`src/ljpf_pkg.sv`:
```
package ljpf_pkg;

    localparam int FRAC_BITS = 16;
    localparam int DIST_W    = 31;
    localparam int DATA_W    = 32;
    localparam int SUM_W     = 48;
    localparam int Q_W       = 62;
    localparam int NUM_W     = Q_W + FRAC_BITS + 1;
    localparam int DIV_CNT_W = $clog2(NUM_W + 1);
    localparam int DIG_W     = 16;
    localparam int NDIG      = (Q_W + DIG_W - 1) / DIG_W;
    localparam int MB_W      = NDIG * DIG_W;
    localparam int MP_W      = Q_W + MB_W;
    localparam int P64_W     = 64;
    localparam int MUL_CNT_W = $clog2(NDIG + 1);
    localparam int NLANE     = 3;
    localparam int CFG_IDX_W = 1;

    localparam logic [Q_W-1:0] QMAX       = {Q_W{1'b1}};
    localparam logic [Q_W-1:0] QMAX_DIV4  = QMAX >> 2;
    localparam logic [Q_W-1:0] QMAX_DIV24 = QMAX / 24;
    localparam logic [DIST_W-1:0] ONE_FIX = DIST_W'(1) << FRAC_BITS;

    localparam logic [CFG_IDX_W-1:0] CFG_EPSILON = 1'b0;
    localparam logic [CFG_IDX_W-1:0] CFG_SIGMA   = 1'b1;

    typedef enum logic [3:0] {
        ST_IDLE,
        ST_SIG,
        ST_S2,
        ST_S4,
        ST_S6,
        ST_S12,
        ST_EN,
        ST_FS,
        ST_SCAL,
        ST_LANE,
        ST_OUT
    } state_t;

    typedef struct packed {
        logic              start;
        logic              f_neg;
        logic [Q_W-1:0]    scalar;
        logic [DIST_W-1:0] sep;
    } lane_cmd_t;

    function automatic logic [DATA_W-1:0] sat32(input logic [Q_W-1:0] mag, input logic neg);
        logic [DATA_W-1:0] res;
        if (neg)
        begin
            if (mag >= Q_W'(64'h8000_0000))
                res = 32'h8000_0000;
            else
                res = DATA_W'(0) - mag[DATA_W-1:0];
        end
        else
        begin
            if (mag > Q_W'(64'h7FFF_FFFF))
                res = 32'h7FFF_FFFF;
            else
                res = mag[DATA_W-1:0];
        end
        return res;
    endfunction

endpackage

```
`src/ljpf_mul.sv`:
```
module ljpf_mul
(
    input  logic                 clk,
    input  logic                 rst_n,
    input  logic                 start,
    input  logic [ljpf_pkg::Q_W-1:0] a,
    input  logic [ljpf_pkg::Q_W-1:0] b,
    output logic [ljpf_pkg::Q_W-1:0] result,
    output logic                 done
);
    import ljpf_pkg::*;

    logic [Q_W-1:0]       a_reg;
    logic [MB_W-1:0]      b_reg;
    logic [MP_W-1:0]      acc_reg;
    logic [MUL_CNT_W-1:0] cnt_reg;
    logic                 busy_reg;
    logic                 fin_reg;
    logic                 done_reg;
    logic [Q_W-1:0]       result_reg;

    logic [DIG_W-1:0]       digit;
    logic [Q_W+DIG_W-1:0]   part;
    logic                   over;
    logic [P64_W-FRAC_BITS:0] rnd;

    assign digit = b_reg[MB_W-1 -: DIG_W];
    assign part  = a_reg * digit;
    assign over  = |acc_reg[MP_W-1:P64_W];
    assign rnd   = (P64_W-FRAC_BITS+1)'(acc_reg[P64_W-1:FRAC_BITS])
                 + (P64_W-FRAC_BITS+1)'(acc_reg[FRAC_BITS-1]);

    always_ff @(posedge clk or negedge rst_n)
    begin
        if (!rst_n)
        begin
            cnt_reg  <= '0;
            busy_reg <= 1'b0;
            fin_reg  <= 1'b0;
            done_reg <= 1'b0;
        end
        else
        begin
            done_reg <= fin_reg;
            fin_reg  <= 1'b0;
            if (start)
            begin
                busy_reg <= 1'b1;
                cnt_reg  <= MUL_CNT_W'(NDIG);
            end
            else if (busy_reg)
            begin
                cnt_reg <= cnt_reg - 1'b1;
                if (cnt_reg == MUL_CNT_W'(1))
                begin
                    busy_reg <= 1'b0;
                    fin_reg  <= 1'b1;
                end
            end
        end
    end

    always_ff @(posedge clk)
    begin
        if (start)
        begin
            a_reg   <= a;
            b_reg   <= MB_W'(b);
            acc_reg <= '0;
        end
        else if (busy_reg)
        begin
            acc_reg <= (acc_reg << DIG_W) + MP_W'(part);
            b_reg   <= b_reg << DIG_W;
        end
        if (fin_reg)
            result_reg <= over ? QMAX : Q_W'(rnd);
    end

    assign result = result_reg;
    assign done   = done_reg;

endmodule

```
`config.mk`:
```
export PLATFORM = sky130hd
export DESIGN_NAME = ljpf_mul
export DESIGN_NICKNAME = d
export VERILOG_FILES = /design/src/ljpf_pkg.sv /design/src/ljpf_mul.sv
export SDC_FILE = /design/constraint.sdc
export NUM_CORES = 2
export LEC_CHECK = 0
export BUFFER_PORTS_ARGS = -buffer_cell sky130_fd_sc_hd__buf_2
export CAP_MARGIN = 20
export CELL_PAD_IN_SITES_DETAIL_PLACEMENT = 0
export CELL_PAD_IN_SITES_GLOBAL_PLACEMENT = 2
export CORE_UTILIZATION = 41
export CTS_CLUSTER_SIZE = 20
export DETAILED_ROUTE_END_ITERATION = 16
export MAX_ROUTING_LAYER = met4
export PLACE_DENSITY = 0.91
export SLEW_MARGIN = 10
export SYNTH_ARGS = -nofsm -noshare
export SYNTH_HDL_FRONTEND = slang
export SYNTH_SLANG_ARGS = --single-unit
```
`constraint.sdc`:
```
create_clock -name clk -period 8 [get_ports clk]
set_input_delay 0.4 -clock clk [delete_from_list [all_inputs] [get_ports clk]]
set_output_delay 0.4 -clock clk [all_outputs]
set_load 0.03 [all_outputs]
```
[Word-level counts from Yosys, hierarchy flattened]
Cells that the tools add are included.
Storage, ports and cells
  register bits: 320
  logic and storage cells: 28
  bits of input ports: 127
  output and inout port bits: 63
Operators by class
  reductions and logical operators: 2
  add/subtract/negate cells: 3
  eq/ne operators: 1
  muxes and demuxes: 11
  multipliers: 1
Operator list (count)
  62-bit two-way mux: 3
  126-bit by 78-bit adder with 126-bit output: 1
  62-bit by 16-bit multiplier with 78-bit output: 1
  62-bit OR reduction: 1
  48-bit by 1-bit adder with 49-bit output: 1
  1-bit two-way mux: 6
  3-bit two-way mux: 2
  3-bit by 1-bit equality test with 1-bit output, second input constant: 1
  3-bit by 1-bit subtractor with 3-bit output, second input constant: 1
  2-bit nonzero test: 1

[Longest topological paths before layout]
  word-level depth: 4
  gate-level depth with buffers: 29
  depth with buffers taken out: 24

[Least setup slack after synthesis]
No wires, ideal clock.
  path kind: register to register
  from: reg b_reg[49]
  to: reg acc_reg[102]
  data arrival time: 6535 ps
  path buffers: 4
  library setup time: 222 ps
  period minus slack after synthesis: 6757 ps
  cell stages (with the launch flop): 28
  path slack: 1243 ps
  required time: 7778 ps
  path through: edfxtp_1 > clkbuf_1 > clkbuf_1 > nand2_1 > fa_1 > inv_1 > fa_1 > inv_1 > fa_1 > inv_1 > fa_1 > fa_1 > inv_1 > fa_1 > inv_1 > ha_1 > clkbuf_1 > nand4_1 > nor2_1 > nand4_1 > a2111oi_0 > o21ai_2 > a31oi_4 > a21oi_2 > buf_2 > nor4_1 > xnor2_1 > o22ai_1
Between the ends
  longest elaborated chain between the ends: 2
Ends and longest elaborated chain
  start, declared: RTL line ljpf_mul.sv:14  | logic [MB_W-1:0] b_reg;
  start signal, assigned: RTL line ljpf_mul.sv:68  | b_reg <= MB_W'(b);
  start signal, assigned: RTL line ljpf_mul.sv:74  | b_reg <= b_reg << DIG_W;
  62-bit by 16-bit multiplier with 78-bit output: RTL line ljpf_mul.sv:28  | assign part = a_reg * digit;
  126-bit by 78-bit adder with 126-bit output: RTL line ljpf_mul.sv:73  | acc_reg <= (acc_reg << DIG_W) + MP_W'(part);
  end signal, assigned: RTL line ljpf_mul.sv:73
  end, declared: RTL line ljpf_mul.sv:15  | logic [MP_W-1:0] acc_reg;
No other way between the ends.
A chain may end at the register's enable or synchronous reset.

[Final worst setup path]
  from: reg b_reg[62]
  to: reg acc_reg[75]
Same word-level chain as after synthesis.

==> impl_metrics.toml <==
[timing]
rsz0062_at_grt = "no"
fmax_ghz = 0.1302
setup_viol = 0
tightest_slew_ps = 1032
relSlewSlack_pct = 31.19
drv_slew = 0
final_hold_viol_count = 0
finalCritPeriodShare_pct = 96.01
finalClockSkew_ps = 26.92
whs_ps = 65.04
tns_ps = 0
period_needed_ps = 7681

[placement]
routabilityCongestion = 0.9430
hpwl_um = 109600
io_buffers = 189

[synth]
syn_avg_cell_area_sq_um = 9.179
yosysWarningCount = 0
netlist_area_sq_um = 45880
synth.largest_area_cell = "fa_1"
synth_cell_type_count = 79
syn_nets = 6195
ys_seq_area_share_pct = 17.30
synthCells = 4998
synth_top_area_share_pct = 39.27
synth-main-ff-cell = "edfxtp_1"
ys_ff_latch = 308
async_flop_share_pct = 1.948
synth_edf_count = 174
yosys-top-cells-area = "fa_1 39%, edfxtp_1 11%, inv_1 8.8%"

[routing]
first_pass_iters = 7
postRouteAntennaNets = 0
drcViolationCount = 0
avgRoutedWirePerCell_um = 20.85
viasPerCell = 5.182
vias = 34460
initialDrtViolationCount = 2197
finalWirelength_um = 138600

[cts]
cts_sinks = 308
htree_levels = 2
cts_tree = "built"
ctsResizeCount = 0
path_clk_slew_ps = 60
cts_buffer_depth = 3
clk_latency_ps = 630
numCtsBuffers = 44
clockRootBuffer = "clkbuf_16"

[cells_and_area]
nets = 6317
drive_gt1_share_pct = 8.766
syn_to_final_growth_pct = 10.43
postLayoutCoreUtil_pct = 45.72
layout_common_cells = "1080 x inv_1, 900 x fa_1, 799 x nand2_1"
largest_reg_flops = 126
mostFrequentLayoutCell = "inv_1"
fill_cells = 10850

[flow_run]
maxCapViolations = 0

[global_routing]
grt_max_degree = 86
track_usage_pct = 26.24
grt.overflow.total = 0
grt_pass1_wl_um = 220200
grt_pass1_vias = 36490
antenna_found_initial = 5

[floorplan]
coreArea_sq_um = 110800
initial_core_util_pct = 41.40
die_w_um = 336.5
die_height_um = 336.5
num_rows = 122
dieArea_sq_um = 113200
ios = 190

[hold_path]
hold_class = "input port to flop"

[status]
outcome = "finished clean"

[setup_path]
worstPathRequired_ps = 8520
cp_max_fo = 23
critPathKind = "flop to flop"
worstPathArrival_ps = 8210
startpoint_type = "flop"
endpoint_kind = "flop"
r2r_slack_ps = 320
-- path summary, 6_finish.rpt --
check,start,endpoint,cells past startpoint
min in group asynchronous,rst_n,cnt_reg[0],2
max in group asynchronous,rst_n,busy_reg,2
worst min register to register,acc_reg[0],acc_reg[0],2
worst min-delay path,a[33],a_reg[33],1
worst max-delay path,b_reg[62],acc_reg[75],23
worst max register to register,b_reg[62],acc_reg[75],23
-- through the flow --
stage                     setup slack [ps]  cell area (sq um)  std cells
after CTS                            219.5              50640       6642
after detailed placement             262.5              48520       6498
after global placement               256.4              48520       6498
after global routing                 28.64              50660       6649
final                                319.1              50660       6649
after floorplan                       1243              45880       4998
-- kinds of logic after synthesis --
family                     Yosys count  share of synthesized area, %
and+or+nand+nor                   1618                         16.89
buffers and inverters             1363                         11.32
xor gates and xnor gates           123                         2.348
DFF                                308                         17.30
adders and majority gates         1070                         43.91
muxes                               89                         2.070
AOI/OAI and AO/OA                  427                         6.161
-- per-layer routing --
layer / part of all wire [%] / vias up / global-route usage, % / wire (um)
met2: 49 / 993 / 43.11 / 67950
met5: 0 / - / - / 0
met1: 43 / 17840 / 34.78 / 59770
met4: 2.3 / 0 / 5.996 / 3249
met3: 5.5 / 203 / 3.077 / 7642
li1: - / 15420 / - / -
-- cell type report --
| class | count | area [sq um] | share of cell area (%) |
|---|---|---|---|
| clock inverter | 30 | 345.3 | 0.6816 |
| multi-input combinational | 3327 | 32760 | 64.66 |
| antenna | 5 | 12.51 | 0.02470 |
| tap | 1488 | 1862 | 3.675 |
| clock buffer | 52 | 1151 | 2.272 |
| sequential | 308 | 7945 | 15.68 |
| inverter | 1081 | 4060 | 8.014 |
| timing repair buffer | 358 | 2530 | 4.994 |
-- what timing repair did --
item,4_1_cts,5_1_grt
buffers inserted,0,2
endpoints found under the setup margin,0,18
hold buffers,62,0
endpoints found under the hold margin,67,0
-- cell usage after synthesis, types with 6 or more instances --
master	count
a21o_1	33
nand2_1	799
mux2i_1	42
a211oi_1	21
inv_1	1081
buf_4	14
o21ai_0	98
fa_1	900
o31ai_1	11
xor2_1	26
xnor2_1	97
a31oi_1	8
and4_1	12
or4_1	15
or3_1	23
nor4_1	26
o21a_1	8
nand3_1	47
nor2b_1	9
and3_1	27
ha_1	170
a221o_1	6
o21bai_1	24
buf_2	13
a311oi_1	11
clkbuf_1	245
o22ai_1	19
a21boi_0	6
nor2_1	149
dfxtp_1	128
nand4_1	65
mux2_2	47
edfxtp_1	174
a221oi_1	6
nor3_1	32
a21oi_1	114
and2_1	384
o211ai_1	13
dfrtp_1	6
nand2b_1	11
buf_1	9
-- worst max-delay path, stage by stage, from the launching register on --
cell	delay [ps]
dfxtp_2	700
buf_4	400
buf_4	330
and2_1	210
fa_1	450
fa_1	510
fa_1	420
fa_1	490
fa_1	490
inv_1	50
fa_1	470
inv_1	50
ha_1	360
a21o_1	220
o21bai_1	170
a221o_1	380
a221oi_1	390
nor2_1	120
a311oi_1	350
buf_4	190
a211o_1	160
a21boi_1	80
or3_1	310
a32o_1	240
Power is not shown: default switching activity piles up to over one toggle a cycle in this logic, so the estimate is an artifact.
