<file path="src/ljpf_pkg.sv">
package ljpf_pkg;

    localparam int FRAC_BITS = 16;
    localparam int DIST_W    = 31;
    localparam int DATA_W    = 32;
    localparam int SUM_W     = 48;
    localparam int Q_W       = 62;
    localparam int NUM_W     = Q_W + FRAC_BITS + 1;
    localparam int DIV_CNT_W = $clog2(NUM_W + 1);
    localparam int DIG_W     = 16;
    localparam int NDIG      = (Q_W + DIG_W - 1) / DIG_W;
    localparam int MB_W      = NDIG * DIG_W;
    localparam int MP_W      = Q_W + MB_W;
    localparam int P64_W     = 64;
    localparam int MUL_CNT_W = $clog2(NDIG + 1);
    localparam int NLANE     = 3;
    localparam int CFG_IDX_W = 1;

    localparam logic [Q_W-1:0] QMAX       = {Q_W{1'b1}};
    localparam logic [Q_W-1:0] QMAX_DIV4  = QMAX >> 2;
    localparam logic [Q_W-1:0] QMAX_DIV24 = QMAX / 24;
    localparam logic [DIST_W-1:0] ONE_FIX = DIST_W'(1) << FRAC_BITS;

    localparam logic [CFG_IDX_W-1:0] CFG_EPSILON = 1'b0;
    localparam logic [CFG_IDX_W-1:0] CFG_SIGMA   = 1'b1;

    typedef enum logic [3:0] {
        ST_IDLE,
        ST_SIG,
        ST_S2,
        ST_S4,
        ST_S6,
        ST_S12,
        ST_EN,
        ST_FS,
        ST_SCAL,
        ST_LANE,
        ST_OUT
    } state_t;

    typedef struct packed {
        logic              start;
        logic              f_neg;
        logic [Q_W-1:0]    scalar;
        logic [DIST_W-1:0] sep;
    } lane_cmd_t;

    function automatic logic [DATA_W-1:0] sat32(input logic [Q_W-1:0] mag, input logic neg);
        logic [DATA_W-1:0] res;
        if (neg)
        begin
            if (mag >= Q_W'(64'h8000_0000))
                res = 32'h8000_0000;
            else
                res = DATA_W'(0) - mag[DATA_W-1:0];
        end
        else
        begin
            if (mag > Q_W'(64'h7FFF_FFFF))
                res = 32'h7FFF_FFFF;
            else
                res = mag[DATA_W-1:0];
        end
        return res;
    endfunction

endpackage

</file>
<file path="src/ljpf_mul.sv">
module ljpf_mul
(
    input  logic                 clk,
    input  logic                 rst_n,
    input  logic                 start,
    input  logic [ljpf_pkg::Q_W-1:0] a,
    input  logic [ljpf_pkg::Q_W-1:0] b,
    output logic [ljpf_pkg::Q_W-1:0] result,
    output logic                 done
);
    import ljpf_pkg::*;

    logic [Q_W-1:0]       a_reg;
    logic [MB_W-1:0]      b_reg;
    logic [MP_W-1:0]      acc_reg;
    logic [MUL_CNT_W-1:0] cnt_reg;
    logic                 busy_reg;
    logic                 fin_reg;
    logic                 done_reg;
    logic [Q_W-1:0]       result_reg;

    logic [DIG_W-1:0]       digit;
    logic [Q_W+DIG_W-1:0]   part;
    logic                   over;
    logic [P64_W-FRAC_BITS:0] rnd;

    assign digit = b_reg[MB_W-1 -: DIG_W];
    assign part  = a_reg * digit;
    assign over  = |acc_reg[MP_W-1:P64_W];
    assign rnd   = (P64_W-FRAC_BITS+1)'(acc_reg[P64_W-1:FRAC_BITS])
                 + (P64_W-FRAC_BITS+1)'(acc_reg[FRAC_BITS-1]);

    always_ff @(posedge clk or negedge rst_n)
    begin
        if (!rst_n)
        begin
            cnt_reg  <= '0;
            busy_reg <= 1'b0;
            fin_reg  <= 1'b0;
            done_reg <= 1'b0;
        end
        else
        begin
            done_reg <= fin_reg;
            fin_reg  <= 1'b0;
            if (start)
            begin
                busy_reg <= 1'b1;
                cnt_reg  <= MUL_CNT_W'(NDIG);
            end
            else if (busy_reg)
            begin
                cnt_reg <= cnt_reg - 1'b1;
                if (cnt_reg == MUL_CNT_W'(1))
                begin
                    busy_reg <= 1'b0;
                    fin_reg  <= 1'b1;
                end
            end
        end
    end

    always_ff @(posedge clk)
    begin
        if (start)
        begin
            a_reg   <= a;
            b_reg   <= MB_W'(b);
            acc_reg <= '0;
        end
        else if (busy_reg)
        begin
            acc_reg <= (acc_reg << DIG_W) + MP_W'(part);
            b_reg   <= b_reg << DIG_W;
        end
        if (fin_reg)
            result_reg <= over ? QMAX : Q_W'(rnd);
    end

    assign result = result_reg;
    assign done   = done_reg;

endmodule

</file>
<file path="src/ljpf_div.sv">
module ljpf_div
(
    input  logic                        clk,
    input  logic                        rst_n,
    input  logic                        start,
    input  logic [ljpf_pkg::Q_W-1:0]    num,
    input  logic [ljpf_pkg::DIST_W-1:0] den,
    output logic [ljpf_pkg::Q_W-1:0]    result,
    output logic                        done
);
    import ljpf_pkg::*;

    logic [DIST_W-1:0]    den_reg;
    logic [DIST_W-1:0]    rem_reg;
    logic [NUM_W-1:0]     quo_reg;
    logic [DIV_CNT_W-1:0] cnt_reg;
    logic                 busy_reg;
    logic                 fin_reg;
    logic                 done_reg;
    logic [Q_W-1:0]       result_reg;

    logic [DIST_W:0] rem2;
    logic [DIST_W:0] diff;
    logic            ge;

    assign rem2 = {rem_reg, quo_reg[NUM_W-1]};
    assign ge   = rem2 >= {1'b0, den_reg};
    assign diff = rem2 - {1'b0, den_reg};

    always_ff @(posedge clk or negedge rst_n)
    begin
        if (!rst_n)
        begin
            cnt_reg  <= '0;
            busy_reg <= 1'b0;
            fin_reg  <= 1'b0;
            done_reg <= 1'b0;
        end
        else
        begin
            done_reg <= fin_reg;
            fin_reg  <= 1'b0;
            if (start)
            begin
                busy_reg <= 1'b1;
                cnt_reg  <= DIV_CNT_W'(NUM_W);
            end
            else if (busy_reg)
            begin
                cnt_reg <= cnt_reg - 1'b1;
                if (cnt_reg == DIV_CNT_W'(1))
                begin
                    busy_reg <= 1'b0;
                    fin_reg  <= 1'b1;
                end
            end
        end
    end

    always_ff @(posedge clk)
    begin
        if (start)
        begin
            den_reg <= den;
            rem_reg <= '0;
            quo_reg <= (NUM_W'(num) << FRAC_BITS) + NUM_W'(den >> 1);
        end
        else if (busy_reg)
        begin
            rem_reg <= ge ? diff[DIST_W-1:0] : rem2[DIST_W-1:0];
            quo_reg <= {quo_reg[NUM_W-2:0], ge};
        end
        if (fin_reg)
            result_reg <= (|quo_reg[NUM_W-1:Q_W]) ? QMAX : quo_reg[Q_W-1:0];
    end

    assign result = result_reg;
    assign done   = done_reg;

endmodule

</file>
<file path="src/ljpf_lane.sv">
module ljpf_lane
(
    input  logic                        clk,
    input  logic                        rst_n,
    input  ljpf_pkg::lane_cmd_t         cmd,
    input  logic [ljpf_pkg::DATA_W-1:0] disp,
    output logic [ljpf_pkg::DATA_W-1:0] force_out,
    output logic                        done
);
    import ljpf_pkg::*;

    logic [DIST_W-1:0] dist_reg;
    logic              neg_reg;
    logic [DATA_W-1:0] force_reg;
    logic              done_reg;

    logic [DATA_W:0]   dmag;
    logic [Q_W-1:0]    mul_res;
    logic              mul_done;
    logic [Q_W-1:0]    div_res;
    logic              div_done;

    assign dmag = disp[DATA_W-1] ? ((DATA_W+1)'(1) << DATA_W) - {1'b0, disp}
                                 : {1'b0, disp};

    ljpf_mul u_mul
    (
        .clk    (clk),
        .rst_n  (rst_n),
        .start  (cmd.start),
        .a      (Q_W'(dmag)),
        .b      (cmd.scalar),
        .result (mul_res),
        .done   (mul_done)
    );

    ljpf_div u_div
    (
        .clk    (clk),
        .rst_n  (rst_n),
        .start  (mul_done),
        .num    (mul_res),
        .den    (dist_reg),
        .result (div_res),
        .done   (div_done)
    );

    always_ff @(posedge clk or negedge rst_n)
    begin
        if (!rst_n)
            done_reg <= 1'b0;
        else
            done_reg <= div_done;
    end

    always_ff @(posedge clk)
    begin
        if (cmd.start)
        begin
            dist_reg <= cmd.sep;
            neg_reg  <= disp[DATA_W-1] ^ cmd.f_neg;
        end
        if (div_done)
            force_reg <= sat32(div_res, neg_reg);
    end

    assign force_out = force_reg;
    assign done      = done_reg;

endmodule

</file>
<file path="config.mk">
export PLATFORM = sky130hd
export DESIGN_NAME = ljpf_lane
export DESIGN_NICKNAME = d
export VERILOG_FILES = /design/src/ljpf_pkg.sv /design/src/ljpf_mul.sv /design/src/ljpf_div.sv /design/src/ljpf_lane.sv
export SDC_FILE = /design/constraint.sdc
export NUM_CORES = 2
export LEC_CHECK = 0
export BUFFER_PORTS_ARGS = -buffer_cell sky130_fd_sc_hd__buf_2
export CORE_MARGIN = 2
export CORE_UTILIZATION = 50
export DETAILED_ROUTE_END_ITERATION = 10
export PLACE_DENSITY = 0.75
export RECOVER_POWER = 25
export SYNTH_ARGS = -nofsm -noshare
export SYNTH_HDL_FRONTEND = slang
export SYNTH_HIERARCHICAL = 1
export SYNTH_SLANG_ARGS = --single-unit
</file>
<file path="constraint.sdc">
create_clock -name clk -period 7.86 [get_ports clk]
set_clock_uncertainty 0.05 [all_clocks]
set_input_delay 0.393 -clock clk [delete_from_list [all_inputs] [get_ports clk]]
set_output_delay 0.393 -clock clk [all_outputs]
set_load 0.02 [all_outputs]
</file>
# After elaboration in Yosys (flattened, before gate mapping)
# Cells that the tools add are included.
# word_totals
regBits,569
inputBits,129
out_inout_bits,33
word_cells,68
# op_classes
add_sub_neg,8
multipliers,1
order_cmp,3
n_eq_ne,2
n_mux,26
n_bitwise,1
reduce_logical,4
# op_table
operator,count
62-bit 2-to-1 mux,3
79-bit 2-to-1 mux,2
126-bit by 78-bit adder with 126-bit output,1
32-bit 2-to-1 mux,3
78-bit by 30-bit adder with 79-bit output,1
62-bit by 32-bit >= comparator with 1-bit output (second input constant),1
62-bit by 31-bit > comparator with 1-bit output (second input constant),1
31-bit 2-to-1 mux,2
62-bit OR reduction,1
48-bit by 1-bit adder with 49-bit output,1
33-bit by 16-bit multiplier with 49-bit output,1
33-bit by 32-bit subtractor with 33-bit output (first input constant),1
32-bit by 31-bit >= comparator with 1-bit output,1
1-bit by 32-bit subtractor with 32-bit output (first input constant),1
31-bit subtractor,1
17-bit OR reduction,1
7-bit 2-to-1 mux,2
1-bit 2-to-1 mux,12
7-bit by 1-bit equality test with 1-bit output (second input constant),1
7-bit by 1-bit subtractor with 7-bit output (second input constant),1
3-bit 2-to-1 mux,2
2-bit nonzero test,2
3-bit by 1-bit equality test with 1-bit output (second input constant),1
3-bit by 1-bit subtractor with 3-bit output (second input constant),1
1-bit XOR,1

# Longest topological paths before layout
# depth
depth_word,4
mapped_depth,27
ltp_nobuf,24

# Hierarchy
# The synthesis kept the hierarchy.
# by_module_without_submodules
mod,n_inst,cells_per_inst,area_per_inst_um2,seq_area_each_um2
ljpf_mul,1,5000,45760.1,7937.6
ljpf_div,1,1132,11793.8,6035.8
ljpf_lane,1,354,3821.2,1946.9

# Worst setup path before layout
# OpenSTA, ideal clock, no wires.
# synth_timing
path_type,register -> register
from,reg u_mul.b_reg[54]
to,reg u_mul.acc_reg[120]
setup_time_ps,91
arrival_ps,6638
required_ps,7719
slack_ps,1081
path_stages_with_launch,27
path_buffers,3
period_less_slack_ps,6779
cell_sequence,edfxtp_1 -> clkbuf_1 -> clkbuf_1 -> nand2_1 -> fa_1 -> inv_1 -> fa_1 -> inv_1 -> fa_1 -> inv_1 -> fa_1 -> fa_1 -> inv_1 -> fa_1 -> inv_1 -> ha_1 -> clkbuf_1 -> and2_1 -> and3_1 -> a21oi_1 -> o21ai_0 -> a21o_1 -> nand3_1 -> a21oi_2 -> o211ai_4 -> or4_1 -> a311oi_1
# synth_via
elab_chain_len,2
# synth_lines
item,line_no,source
from (decl),ljpf_mul.sv:14,logic [MB_W-1:0] b_reg;
from (signal assigned),ljpf_mul.sv:68,b_reg <= MB_W'(b);
from (signal assigned),ljpf_mul.sv:74,b_reg <= b_reg << DIG_W;
33-bit by 16-bit multiplier with 49-bit output,ljpf_mul.sv:28,assign part = a_reg * digit;
126-bit by 78-bit adder with 126-bit output,ljpf_mul.sv:73,acc_reg <= (acc_reg << DIG_W) + MP_W'(part);
to (signal assigned),ljpf_mul.sv:73,
to (decl),ljpf_mul.sv:15,logic [MP_W-1:0] acc_reg;
# No other way between the ends.
# A chain may end at the register's enable or synchronous reset.

# Worst setup path in the final report
# layout_timing
from,reg u_mul.a_reg[14]
to,reg u_mul.acc_reg[106]
# layout_via
elab_chain_len,2
# layout_lines
item,line_no,source
from (decl),ljpf_mul.sv:13,logic [Q_W-1:0] a_reg;
from (signal assigned),ljpf_mul.sv:67,a_reg <= a;
33-bit by 16-bit multiplier with 49-bit output,ljpf_mul.sv:28,
126-bit by 78-bit adder with 126-bit output,ljpf_mul.sv:73,
# No other way between the ends.

==> impl.org <==
** Synth
- Synthesis produced a netlist whose cell count is 6486.
- The netlist uses 102 different library cells.
- Count of flip-flops with a built-in enable after synthesis :: 410
- Of all cell types, the one taking the most synthesized area is fa_1.
- Async S/R FF share, synth :: 0.02901
- Mapped Area :: 61380 um^2
- Sequential-to-total area share from yosys stat :: 0.2594
- After synthesis, the mean cell area works out to 9.463 um^2.
- Number of warnings printed during yosys synthesis :: 6
- Flops & latches, synth :: 586
- Fraction of synthesized cell area taken by the top area cell type :: 0.2942
- Synth area leaders :: fa_1 (29%), edfxtp_1 (20%), inv_1 (7.1%)
- Cell with the most instances after synthesis :: inv_1
- For this run, the leading register cell type out of synthesis is edfxtp_1.
- Top cell types by occurrence after synthesis :: inv_1 (1155), nand2_1 (918), fa_1 (902), edfxtp_1 (410), and2_1 (392)

** CTS
- Clock tree from TritonCTS :: yes
- After clock tree synthesis, the clock-pin slew on the worst setup and hold paths is 70 ps.
- # H-tree levels :: 3
- At the later pin of the worst-skew pair, clock insertion delay measures 690 ps.
- CTS root buf :: clkbuf_16
- TritonCTS sink count :: 586
- Longest Clk Path Bufs :: 3
- Number of buffers created by CTS :: 68

** Global route
- The via count of the first global-routing pass came to 49630.
- Entering global routing, the biggest net connects 108 pins.
- The initial antenna violation count was 0.
- Overflow left after global routing :: 0
- The first global-routing pass estimated 271.1 mm of wire.
- In the global route stage, overall resource usage came out at 0.2737.

** Critical path
- Flop2flop setup slack :: 320 ps
- The signal on the critical path passes through buf_4 -> nand2_1 -> fa_1 -> inv_1 -> fa_1 -> fa_1 -> fa_1 -> fa_1 -> inv_1 -> fa_1 -> inv_1 -> ha_1 -> and2_1 -> nand3_2 -> nor3_1 -> o2111ai_1 -> a211oi_2 -> o211ai_2 -> buf_4 -> a211oi_2 -> buf_4 -> o211ai_1 -> xor2_1 -> a211oi_1.
- STA classifies the critical path startpoint as a flip-flop.
- CP max FO :: 13
- Data on the critical path arrives at its endpoint at 8050 ps.
- Setup Crit Path Kind :: reg2reg
- On the worst path, the slowest cell contributes a delay of 750 ps.
- STA classifies the critical path endpoint as a flip-flop.
- Data on the critical path is required at its endpoint by 8380 ps.
- Together, buffers and inverters on the worst path number 6.
- The most numerous cell type found on the critical path is fa_1.
- On the critical path, the stage with the largest delay is an instance of edfxtp_1.
- Cell family with most CP delay :: adder cells

** Drt
- The pre-antenna-repair detailed-routing pass consisted of 8 iterations.
- For this run, design rule violations remaining after detail routing come to 0.
- Highest metal layer used by the detailed router :: met4
- Violation count after the first detailed-routing iteration :: 3977
- Post-route ant nets :: 0
- The final layout contains routed wiring with a total length of 168.5 mm.
- Met2 wire len :: 77.06 mm
- Routed length on met3 :: 14.85 mm
- The detailed router put a total of 69.34 mm of wire on met1.
- Vias per inst :: 5.651
- Detail-routed net length per standard cell :: 20.18 um
- Number of vias in the routed layout :: 47180

** Timing
- Worst Hold Slack :: 33.57 ps
- Adding up every negative setup slack in the final design gives 0 ps.
- Of the available clock period, the critical path in the final layout requires 0.9588.
- Measured against its own limit, the worst slew margin works out to -1.273.
- Hold Violations, Final :: 0
- Setup violations remaining at the end of the flow were counted as 0.
- Worst slew pin tran :: 3410 ps
- The number of pins exceeding their max-slew limit in the final report is 197.
- For this run, the top clock speed supported by timing is 132.7 MHz.
- Setup repair after global routing left no endpoint under its margin.
- Shortest clock period the worst path allows after layout :: 7536 ps

** Min path
- The path class of the tightest hold or removal check is in2reg.

** Floorplanning
- The die covers 125600 um^2.
- Rows :: 128
- The die is 354.4 um tall.
- From left edge to right edge, the die measures 354.4 um.
- In this run the standard cell core region covers 121700 um^2.
- For this design the top-level I/O count stands at 162.
- For this configuration, the core starts out at a cell density of 0.5042.

** Place
- Port buffering added 161 buffers.
- Placed Area :: 64020 um^2
- Routability-driven placement finished with a final weighted congestion of 0.9646.
- HPWL Detailed :: 125.9 mm

** Cells and area
- At the end of the flow the core is filled with cells to 0.5581.
- Net count reported at finish :: 7922
- Of the cells placed in the final design, the portion with a size suffix greater than 1 is 0.07869.
- Relative to the synthesized area, the layout overhead comes to 10.69%.
- Diode count :: 0
- The filler cells instantiated in the layout total 10490.
- The finished cells cover 67940 um^2.
- Number of flip-flops in the largest register :: 126

** Flow run
- Max_cap viols :: 4

** Run status
- Violations in the final reports :: capacitance limit, slew limit
- The flow ran to the end, but the final reports show violations.
==> final timing paths <==
check	from	endpoint	depth (start not counted)
min reg2reg	dist_reg[0]$_DFFE_PP_	u_div/den_reg[0]$_DFFE_PP_	0
min	cmd[94]	u_mul/acc_reg[10]$_SDFFE_PP0P_	2
max in group asynchronous	rst_n	u_div/fin_reg$_DFF_PN0_	2
max	u_mul/a_reg[14]$_DFFE_PP_	u_mul/acc_reg[106]$_SDFFE_PP0P_	24
max reg2reg	u_mul/a_reg[14]$_DFFE_PP_	u_mul/acc_reg[106]$_SDFFE_PP0P_	24
min in group asynchronous	rst_n	done$_DFF_PN0_	2
==> kinds of logic (layout without fill, tap and decap cells) <==
group | Yosys count | in the layout | share of synthesized area
and+or+nand+nor | 2113 | 2113 | 0.1665
other | 1 | 30 | 0.00006110
AOI/OAI and AO/OA | 826 | 826 | 0.08854
buffers and inverters | 1493 | 1701 | 0.09318
muxes | 130 | 130 | 0.02267
xor gates and xnor gates | 216 | 216 | 0.03082
adders and majority gates | 1121 | 1121 | 0.3389
DFF | 586 | 586 | 0.2594
==> placed cells by master (no fill, tap or decap), types with 139 or more instances in the layout <==
master | netlist | layout
inv_1 | 1155 | 1154
nand2_1 | 918 | 918
fa_1 | 902 | 902
edfxtp_1 | 410 | 410
and2_1 | 392 | 389
nor2_1 | 282 | 281
a21oi_1 | 225 | 225
ha_1 | 219 | 219
o21ai_0 | 175 | 173
dfxtp_1 | 159 | 157
buf_2 | 17 | 139
==> final cells by class <==
type	count	area [um^2]	share of cell area
multi-input cells	4436	39860	0.5868
flip-flops and latches	586	15930	0.2344
inverters	1157	4344	0.06395
repair buffers	423	3372	0.04964
well taps	1625	2033	0.02993
clock buffers	88	1859	0.02737
clock inverters	33	536.8	0.007901
==> per-layer routing <==
metal,up-vias,GRT usage
li1,21080,-
met5,-,0
met2,2386,0.4366
met4,0,0.1087
met3,391,0.05044
met1,23320,0.3712
==> timing repair <==
item / 4_1_cts / 5_1_grt
endpoints found under the setup margin: 0 / 17
setup buffers: 0 / 34
resized for setup: 0 / 3
hold buffers: 115 / 0
endpoints found under the hold margin: 132 / 0
==> per-stage QoR <==
stage,instances,worst slack [ps]
detailed placement,8078,244.8
global route,8348,0.9326
floorplan,6515,1081
CTS,8314,202.9
finish,8348,323.9
global placement,8078,273.2
Power is left out: the tool's default activity adds up to more than one toggle a clock period on the data nets, which glitch-free logic cannot reach.
