File: src/ljpf_pkg.sv
package ljpf_pkg;

    localparam int FRAC_BITS = 16;
    localparam int DIST_W    = 31;
    localparam int DATA_W    = 32;
    localparam int SUM_W     = 48;
    localparam int Q_W       = 62;
    localparam int NUM_W     = Q_W + FRAC_BITS + 1;
    localparam int DIV_CNT_W = $clog2(NUM_W + 1);
    localparam int DIG_W     = 16;
    localparam int NDIG      = (Q_W + DIG_W - 1) / DIG_W;
    localparam int MB_W      = NDIG * DIG_W;
    localparam int MP_W      = Q_W + MB_W;
    localparam int P64_W     = 64;
    localparam int MUL_CNT_W = $clog2(NDIG + 1);
    localparam int NLANE     = 3;
    localparam int CFG_IDX_W = 1;

    localparam logic [Q_W-1:0] QMAX       = {Q_W{1'b1}};
    localparam logic [Q_W-1:0] QMAX_DIV4  = QMAX >> 2;
    localparam logic [Q_W-1:0] QMAX_DIV24 = QMAX / 24;
    localparam logic [DIST_W-1:0] ONE_FIX = DIST_W'(1) << FRAC_BITS;

    localparam logic [CFG_IDX_W-1:0] CFG_EPSILON = 1'b0;
    localparam logic [CFG_IDX_W-1:0] CFG_SIGMA   = 1'b1;

    typedef enum logic [3:0] {
        ST_IDLE,
        ST_SIG,
        ST_S2,
        ST_S4,
        ST_S6,
        ST_S12,
        ST_EN,
        ST_FS,
        ST_SCAL,
        ST_LANE,
        ST_OUT
    } state_t;

    typedef struct packed {
        logic              start;
        logic              f_neg;
        logic [Q_W-1:0]    scalar;
        logic [DIST_W-1:0] sep;
    } lane_cmd_t;

    function automatic logic [DATA_W-1:0] sat32(input logic [Q_W-1:0] mag, input logic neg);
        logic [DATA_W-1:0] res;
        if (neg)
        begin
            if (mag >= Q_W'(64'h8000_0000))
                res = 32'h8000_0000;
            else
                res = DATA_W'(0) - mag[DATA_W-1:0];
        end
        else
        begin
            if (mag > Q_W'(64'h7FFF_FFFF))
                res = 32'h7FFF_FFFF;
            else
                res = mag[DATA_W-1:0];
        end
        return res;
    endfunction

endpackage

File: src/ljpf_div.sv
module ljpf_div
(
    input  logic                        clk,
    input  logic                        rst_n,
    input  logic                        start,
    input  logic [ljpf_pkg::Q_W-1:0]    num,
    input  logic [ljpf_pkg::DIST_W-1:0] den,
    output logic [ljpf_pkg::Q_W-1:0]    result,
    output logic                        done
);
    import ljpf_pkg::*;

    logic [DIST_W-1:0]    den_reg;
    logic [DIST_W-1:0]    rem_reg;
    logic [NUM_W-1:0]     quo_reg;
    logic [DIV_CNT_W-1:0] cnt_reg;
    logic                 busy_reg;
    logic                 fin_reg;
    logic                 done_reg;
    logic [Q_W-1:0]       result_reg;

    logic [DIST_W:0] rem2;
    logic [DIST_W:0] diff;
    logic            ge;

    assign rem2 = {rem_reg, quo_reg[NUM_W-1]};
    assign ge   = rem2 >= {1'b0, den_reg};
    assign diff = rem2 - {1'b0, den_reg};

    always_ff @(posedge clk or negedge rst_n)
    begin
        if (!rst_n)
        begin
            cnt_reg  <= '0;
            busy_reg <= 1'b0;
            fin_reg  <= 1'b0;
            done_reg <= 1'b0;
        end
        else
        begin
            done_reg <= fin_reg;
            fin_reg  <= 1'b0;
            if (start)
            begin
                busy_reg <= 1'b1;
                cnt_reg  <= DIV_CNT_W'(NUM_W);
            end
            else if (busy_reg)
            begin
                cnt_reg <= cnt_reg - 1'b1;
                if (cnt_reg == DIV_CNT_W'(1))
                begin
                    busy_reg <= 1'b0;
                    fin_reg  <= 1'b1;
                end
            end
        end
    end

    always_ff @(posedge clk)
    begin
        if (start)
        begin
            den_reg <= den;
            rem_reg <= '0;
            quo_reg <= (NUM_W'(num) << FRAC_BITS) + NUM_W'(den >> 1);
        end
        else if (busy_reg)
        begin
            rem_reg <= ge ? diff[DIST_W-1:0] : rem2[DIST_W-1:0];
            quo_reg <= {quo_reg[NUM_W-2:0], ge};
        end
        if (fin_reg)
            result_reg <= (|quo_reg[NUM_W-1:Q_W]) ? QMAX : quo_reg[Q_W-1:0];
    end

    assign result = result_reg;
    assign done   = done_reg;

endmodule

File: config.mk
export PLATFORM = sky130hd
export DESIGN_NAME = ljpf_div
export DESIGN_NICKNAME = d
export VERILOG_FILES = /design/src/ljpf_pkg.sv /design/src/ljpf_div.sv
export SDC_FILE = /design/constraint.sdc
export NUM_CORES = 1
export LEC_CHECK = 0
export ABC_AREA = 1
export BUFFER_PORTS_ARGS = -buffer_cell sky130_fd_sc_hd__buf_4
export CAP_MARGIN = 20
export CORE_UTILIZATION = 25
export CTS_BUF_LIST = sky130_fd_sc_hd__clkbuf_4 sky130_fd_sc_hd__clkbuf_8
export DETAILED_ROUTE_END_ITERATION = 8
export SETUP_SLACK_MARGIN = 0.02
export SYNTH_ARGS = -nofsm -noshare
export SYNTH_HDL_FRONTEND = slang
export SYNTH_SLANG_ARGS = --single-unit
File: constraint.sdc
create_clock -name clk -period 3.5 [get_ports clk]
set_input_delay 0.175 -clock clk [delete_from_list [all_inputs] [get_ports clk]]
set_output_delay 0.175 -clock clk [all_outputs]
set_load 0.05 [all_outputs]
-- Word level (Yosys, flattened, before mapping)
Index checks and enable logic that the tools add are counted.
- flip-flop bits (word level): 213
- latch bits: 0
- RAM bits: 0
- bits in read-only memories: 0
- input bits: 96
- memories: 0
- add/subtract/negate cells: 3
- multipliers: 0
- divide/modulo/power cells: 0
- order comparisons: 1
- equal/unequal tests: 1
- shift operators: 0
- mux-type cells: 11
- bitwise operators: 0
- reduce and logical (&&, ||, !) cells: 2
- operators by type and width (operator ; number):
    2-to-1 mux 79 bit ; 2
    adder 78 x 30 -> 79 bit ; 1
    >= comparator 32 x 31 -> 1 bit ; 1
    2-to-1 mux 31 bit ; 1
    subtractor 31 bit ; 1
    OR reduction 17 bit ; 1
    2-to-1 mux 7 bit ; 2
    equality test 7 x 1 -> 1 bit, second input constant ; 1
    subtractor 7 x 1 -> 7 bit, second input constant ; 1
    2-to-1 mux 1 bit ; 6
    nonzero test 2 bit ; 1

-- Longest topological paths before layout
Gate-level depths: netlist of run 1.
- depth in word-level cells: 4
- gate-level depth with buffers: 17
- depth with buffers taken out: 16

-- Worst setup path after synthesis of run 1
Ideal clock, no wire load.
- path kind: register to register
- from: register busy_reg
- to: register quo_reg[0], enable pin
- library setup time: 476 ps
- arrival time: 2904 ps
- data required time: 3024 ps
- setup slack: 120 ps
- cell stages (with the launch flop): 4
- buffers on the path: 1
- cell sequence: dfrtp_1 -> nor2_1 -> inv_1 -> clkbuf_1
- cells in the longest elaborated chain, start to end: 1
- ends and longest elaborated chain (what ; line ; source):
    from (decl) ; ljpf_div.sv:17 ; logic busy_reg;
    from (signal assigned) ; ljpf_div.sv:35 ; busy_reg <= 1'b0;
    from (signal assigned) ; ljpf_div.sv:45 ; busy_reg <= 1'b1;
    from (signal assigned) ; ljpf_div.sv:53 ; busy_reg <= 1'b0;
    nonzero test 2 bit (no line) ; -- ;
    to (signal assigned) ; ljpf_div.sv:66 ; quo_reg <= (NUM_W'(num) << FRAC_BITS) + NUM_W'(den >> 1);
    to (signal assigned) ; ljpf_div.sv:71 ; quo_reg <= {quo_reg[NUM_W-2:0], ge};
    to (decl) ; ljpf_div.sv:15 ; logic [NUM_W-1:0] quo_reg;
Every way passes these cells.
A chain may end at the register's enable or synchronous reset.

-- Worst setup path in the final report of run 1
- from: register quo_reg[78]
- to: register rem_reg[10]
- cells in the longest elaborated chain, start to end: 2
- elaborated cells between the ends (all ways): 3
- ends and longest elaborated chain (what ; line ; source):
    subtractor 31 bit / >= comparator 32 x 31 -> 1 bit (equally long branches) ; ljpf_div.sv:28, ljpf_div.sv:27 ;
    2-to-1 mux 31 bit * ; ljpf_div.sv:70 ; rem_reg <= ge ? diff[DIST_W-1:0] : rem2[DIST_W-1:0];
    to (signal assigned) ; ljpf_div.sv:70 ;
    to (decl) ; ljpf_div.sv:14 ; logic [DIST_W-1:0] rem_reg;
Every way passes the cells marked *; elsewhere a longest branch is shown, timed or not.

==> impl_results.md, run 1 <==
* WP data required at 3.98 ns
* Iteration count of the initial detailed-routing pass at 7
* Mapped Cells at 1958
* Crit-path max cell delay at 0.44 ns
* DIE AREA at 0.05724 mm²
* Critical path capture point type: register
* Post-CTS sizing at 0
* R2R depth at 15
* CTS tree: done
* Slack of the critical path at 0.6625 ns
* Post-synth EDFFs at 172
* Critical R2R Launch: quo_reg[78]
* Reg2reg setup slack at 0.66 ns
* WP buf/inv at 2
* Detail-routed via count per cell at 4.385
* Std-Cell Rows at 86
* Share of cells above drive strength 1 at 0.1304
* Post-CTS Hold Buffers at 49
* Slowest CP cell: nand2_4
* Initial antenna violation count at 7
* CP Launch Type: register
* Largest net degree at the start of global routing at 59
* Yosys warning count at 0
* Maximum capacitance violations at 0
* FFs w/ async S/R, synth at 0.04695
* DRC viols at 0
* Hold Startpoint: num[46]
* Clk_skew at 0.03580 ns
* Syn_area_per_cell at 7.187 µm²
* WL/cell at 15.44 µm
* PortBufs at 158
* Worst-case clock buffer depth at 3
* Final hold vios at 0
* Starting Density at 0.2544
* Setup CP Type: reg -> reg
* Top FF cell, synth: edfxtp_1
* Latest clock arrival within the worst-skew pair at 0.61 ns
* Fmax at 352.4 MHz
* H-tree Lvls at 2
* #FFs+latches synth at 213
* Register area at 0.006037 mm²
* Status: complete, no violations
* First-pass GRT wire length at 69.19 mm
* Fill count at 6051
* Peak VDD IR at 0.2814 mV
* Top Family by Delay on Critical Path: simple AND/OR/NAND/NOR gates
* Worst EP arrival at 3.32 ns
* Max Fanout on Critical Path at 34
* Final HPWL DP at 36.12 mm
* Final core utilization at 0.3139
* Rel. slew slack at 0.3508
* Pwr Density at 520.9 mW/mm²
* Total global-route track usage at 0.1593
* CP dominant cell by count: nand2_4
* Grt ovf at 0
* Hold Path End: quo_reg[62]
* Area grow syn2layout at 23.38%
* RSZ-0062 raised after global routing: no
* Worst Setup SP: quo_reg[78]
* Fin Setup TNS at 0 ns
* FF-to-FF End: rem_reg[10]
* IO Pins at 159
* Nets at 2323
* Initial DRC count at 827
* Place WS at 0.6246 ns
* Syn nets at 2103
* Commonest non-fill, non-tap cell in the layout: nand2_1
* Hold crit path type: in -> reg
* Final WL at 45.72 mm
* Hold slack at 0.04046 ns
* Lkg Pwr at 8.603 nW
* Crit-path cells: inv_1 -> ha_1 -> fa_1 -> inv_1 -> nand3_1 -> nand2_4 -> nand2_1 -> nand2_2 -> nand2_2 -> nand3_2 -> nand2_4 -> nand2_4 -> nand2_1 -> nand3_1 -> o21ai_1
* Worst-path clk slew at 0.06 ns
* Post-CTS setup buffers at 0
* Die span in y at 239.3 µm
* Post-route ant nets at 0
* Mapped cell area at 0.01407 mm²
* Worst slew pin tran at 0.9738 ns
* Setup-failing EPs final at 0
* Hold Path Cell Cnt at 5
* Via count at 12990
* Vias in the first global route at 12330
* Sequential area share after synthesis at 0.4289
* Core area at 0.05531 mm²
* Commonest non-fill, non-tap cells in the layout: nand2_1 (751), inv_1 (355), edfxtp_1 (172)
* Fin crit share at 0.8107
* Netlist cell types at 42
* Area of the multi-input gates at 0.006472 mm²
* Clock Tree Root: clkbuf_8
* Clock Sinks at 213
* Min Tclk post-route at 2.837 ns
* RePlAce Congestion at 0.9843
* Die W at 239.3 µm
* CTS Buf Count at 38
* Max reg flops at 79
* Count of pins over their slew limit at 0
[tightest hold or removal path: stages]
cell and delay (ns):
buf_4 0.11, nand2_1 0.05, nand2_1 0.06, nand2_1 0.04, o21ai_0 0.06
[Yosys cell counts (22+ instances only)]
cell type,instances,share of area
a21oi_1,27,0.0096
dfxtp_1,31,0.044
edfxtp_1,172,0.37
ha_1,47,0.042
inv_1,357,0.095
nand2_1,751,0.20
nand3_1,141,0.050
nand3b_1,26,0.014
nand4_1,31,0.014
nor2_1,115,0.031
nor3_1,31,0.011
o21ai_0,52,0.018
xnor2_1,22,0.014
[per-layer routing]
layer | vias to the layer above | track usage | wire, µm
met2 | 309 | 0.2567 | 20860
met4 | 6 | 0.07304 | 1798
met5 | - | 0 | 38
met3 | 92 | 0.03400 | 2529
li1 | 6644 | - | -
met1 | 5934 | 0.2034 | 20490
[how the worst max path moves through the flow]
stage          cells after the start          end  slack, ns
2_1_floorplan                      3   quo_reg[0]       0.12
3_3_place_gp                      15   rem_reg[1]       0.72
3_5_place_dp                      15  rem_reg[10]       0.62
4_1_cts                           15   rem_reg[1]       0.63
5_1_grt                           15  rem_reg[10]       0.41
6_report                          15  rem_reg[10]       0.66
[area by class of cell]
cell class / instances / area share
Multi-Input combinational cell: 1345 / 0.3728
Sequential cell: 213 / 0.3477
Timing Repair Buffer: 219 / 0.1032
Inverter: 361 / 0.07819
Tap cell: 748 / 0.05390
Clock buffer: 51 / 0.03646
Clock inverter: 19 / 0.007062
Antenna cell: 5 / 0.0007206
[stage by stage]
stage                     area, µm²  power, mW  std cells
after detailed placement      16100      6.647       2837
after global placement        16100      6.640       2837
final                         17360      9.044       2961
after global routing          17360      9.738       2960
after CTS                     17350      9.123       2956
after floorplan               14070      5.843       1958
[where the power goes]
part / switching [mW] / internal [mW] / total [mW] / leakage (nW)
Combinational: 2.19 / 1.25 / 3.44 / 5.94
Sequential: 0.170 / 3.05 / 3.22 / 2.27
Clock: 1.12 / 1.26 / 2.38 / 0.396
Total: 3.48 / 5.57 / 9.04 / 8.60
[cell families after synthesis]
logic type,synth area share
simple gates,0.3537
buf+inv,0.1119
flops,0.4289
compound gates,0.04223
fa+ha+maj,0.04463
xor+xnor,0.01867
(Power assumes the default switching activity.)
==> inputs of run 2 (changes only) <==
Clock period 3.5 ns to 2.8 ns, I/O delays scaled along.
==> impl_results.md, run 2 (same netlist as run 1, synthesis figures left out) <==
* Setup CP Type: reg -> reg (unchanged)
* Maximum capacitance violations at 0 (unchanged)
* First-pass GRT wire length at 70.82 mm (was 69.19 mm)
* DRC viols at 0 (unchanged)
* Largest net degree at the start of global routing at 51 (was 59)
* CTS Buf Count at 39 (was 38)
* Latest clock arrival within the worst-skew pair at 0.61 ns (about the same)
* Register area at 0.006037 mm² (unchanged)
* Clk_skew at 0.03591 ns (was 0.03580 ns)
* Placed cells at 2841 (was 2837)
* H-tree Lvls at 2 (unchanged)
* Worst-case clock buffer depth at 3 (unchanged)
* Iteration count of the initial detailed-routing pass at 5 (was 7)
* Total global-route track usage at 0.1631 (was 0.1593)
* Status: complete, no violations (unchanged)
* Critical path capture point type: register (unchanged)
* CP Launch Type: register (unchanged)
* Peak VDD IR at 0.2600 mV (was 0.2814 mV)
* Area of the multi-input gates at 0.006481 mm² (was 0.006472 mm²)
* Final WL at 47.02 mm (was 45.72 mm)
* IO Pins at 159 (unchanged)
* Slack of the critical path at 0.2424 ns (was 0.6625 ns)
* Worst Setup SP: quo_reg[78] (unchanged)
* Pwr Density at 653.9 mW/mm² (was 520.9 mW/mm²)
* Clock Tree Root: clkbuf_8 (unchanged)
* Reg2reg setup slack at 0.24 ns (was 0.66 ns)
* Post-CTS setup buffers at 0 (unchanged)
* Final core utilization at 0.3195 (was 0.3139)
* WP data required at 3.21 ns (was 3.98 ns)
* Design area at 0.01767 mm² (was 0.01736 mm²)
* RePlAce Congestion at 0.9907 (was 0.9843)
* Die span in y at 239.3 µm (unchanged)
* Initial antenna violation count at 4 (was 7)
* Share of cells above drive strength 1 at 0.1306 (was 0.1304)
* CTS tree: done (unchanged)
* Starting Density at 0.2544 (unchanged)
* Post-route ant nets at 0 (unchanged)
* Via count at 13210 (was 12990)
* Max reg flops at 79 (unchanged)
* WL/cell at 15.75 µm (was 15.44 µm)
* Worst slew pin tran at 0.7601 ns (was 0.9738 ns)
* Worst-path clk slew at 0.07 ns (was 0.06 ns)
* Commonest non-fill, non-tap cells in the layout: nand2_1 (751), inv_1 (355), edfxtp_1 (172) (unchanged)
* Critical R2R Launch: quo_reg[78] (unchanged)
* Nets at 2351 (was 2323)
* Lkg Pwr at 8.742 nW (was 8.603 nW)
* Final hold vios at 0 (unchanged)
* Vias in the first global route at 12320 (was 12330)
* Die W at 239.3 µm (unchanged)
* Clock Sinks at 213 (unchanged)
* Std-Cell Rows at 86 (unchanged)
* Hold crit path type: in -> reg (unchanged)
* Count of pins over their slew limit at 0 (unchanged)
* Initial DRC count at 781 (was 827)
* FF-to-FF End: quo_reg[0] (was rem_reg[10])
* Min Tclk post-route at 2.558 ns (was 2.837 ns)
* PortBufs at 158 (unchanged)
* Fmax at 391.0 MHz (was 352.4 MHz)
* Final HPWL DP at 36.73 mm (was 36.12 mm)
* Dpl cell area at 0.01615 mm² (was 0.01610 mm²)
* End of the critical path: quo_reg[0] (was rem_reg[10])
* Fin crit share at 0.9134 (was 0.8107)
* Grt ovf at 0 (unchanged)
* Fin Setup TNS at 0 ns (unchanged)
* Commonest non-fill, non-tap cell in the layout: nand2_1 (unchanged)
* Setup-failing EPs final at 0 (unchanged)
* Detail-routed via count per cell at 4.425 (was 4.385)
* Worst EP arrival at 2.97 ns (was 3.32 ns)
* Area grow syn2layout at 25.55% (was 23.38%)
* DIE AREA at 0.05724 mm² (unchanged)
* Post-route insts no fill at 2985 (was 2961)
* Place WS at 0.1745 ns (was 0.6246 ns)
* RSZ-0062 raised after global routing: no (unchanged)
* Rel. slew slack at 0.4933 (was 0.3508)
* R2R depth at 13 (was 15)
* Core area at 0.05531 mm² (unchanged)
* Max Fanout on Critical Path at 21 (was 34)
* Fill count at 6004 (was 6051)
[run 2: changes by cell type in the layout (fill, tap and decap cells not counted), sizes merged]
cell and change:
clkbuf +4, buf +4, inv +1, clkinvlp -2, clkinv -3, diode -3
dlygate4sd3 +23
[run 2: worst min path at each step]
stage	cells past startpoint	end	slack (ns)	from
after global routing	4	quo_reg[48]	0.05	num[32]
after CTS	5	quo_reg[48]	0.0006	num[32]
after detailed placement	1	done	-0.008	rst_n
final	4	quo_reg[48]	0.05	num[32]
after floorplan	0	busy_reg	-0.16	rst_n
after global placement	1	done	-0.008	rst_n
[run 2: area by class of cell]
class | count | area share
clock inverter | 15 | 0.005949
multi-input combinational | 1345 | 0.3668
tap | 748 | 0.05297
antenna | 2 | 0.0002833
inverter | 361 | 0.07684
clock buffer | 55 | 0.03859
timing repair buffer | 246 | 0.1168
sequential | 213 | 0.3417
[run 2: worst max-delay path, cell delays in order, from the launching register on]
cell	delay, ns
edfxtp_1	0.39
inv_1	0.08
ha_1	0.21
fa_1	0.41
inv_1	0.11
nand3_1	0.11
nand2_4	0.12
nand2_1	0.06
nand2_2	0.10
nand2_2	0.06
nand3_2	0.08
nand2_4	0.14
buf_4	0.28
a31oi_1	0.21
[run 2: power by group]
| group | total [mW] | internal, mW | leakage, nW | switching (mW) |
|---|---|---|---|---|
| combinational | 4.41 | 1.61 | 6.06 | 2.79 |
| sequential | 4.04 | 3.82 | 2.27 | 0.224 |
| clock | 3.11 | 1.67 | 0.415 | 1.43 |
[run 2: repair_timing]
item                                   4_1_cts  5_1_grt
hold buffers                                72        0
gates resized for setup                      0        1
setup endpoints to repair                    0        9
endpoints found under the hold margin       96        0
[run 2: stage by stage]
step	power [mW]	hold slack [ns]
CTS	11.62	0.0005710
global route	12.39	0.05288
global placement	8.358	-0.008354
detailed placement	8.377	-0.007850
finish	11.55	0.05205
floorplan	7.303	-0.1556
[run 2: layer usage]
metal	up-vias	track usage	wire (µm)
li1	6699	-	-
met2	349	0.2629	21600
met3	96	0.03250	2765
met5	-	0	29
met1	6058	0.2113	20840
met4	6	0.06993	1783
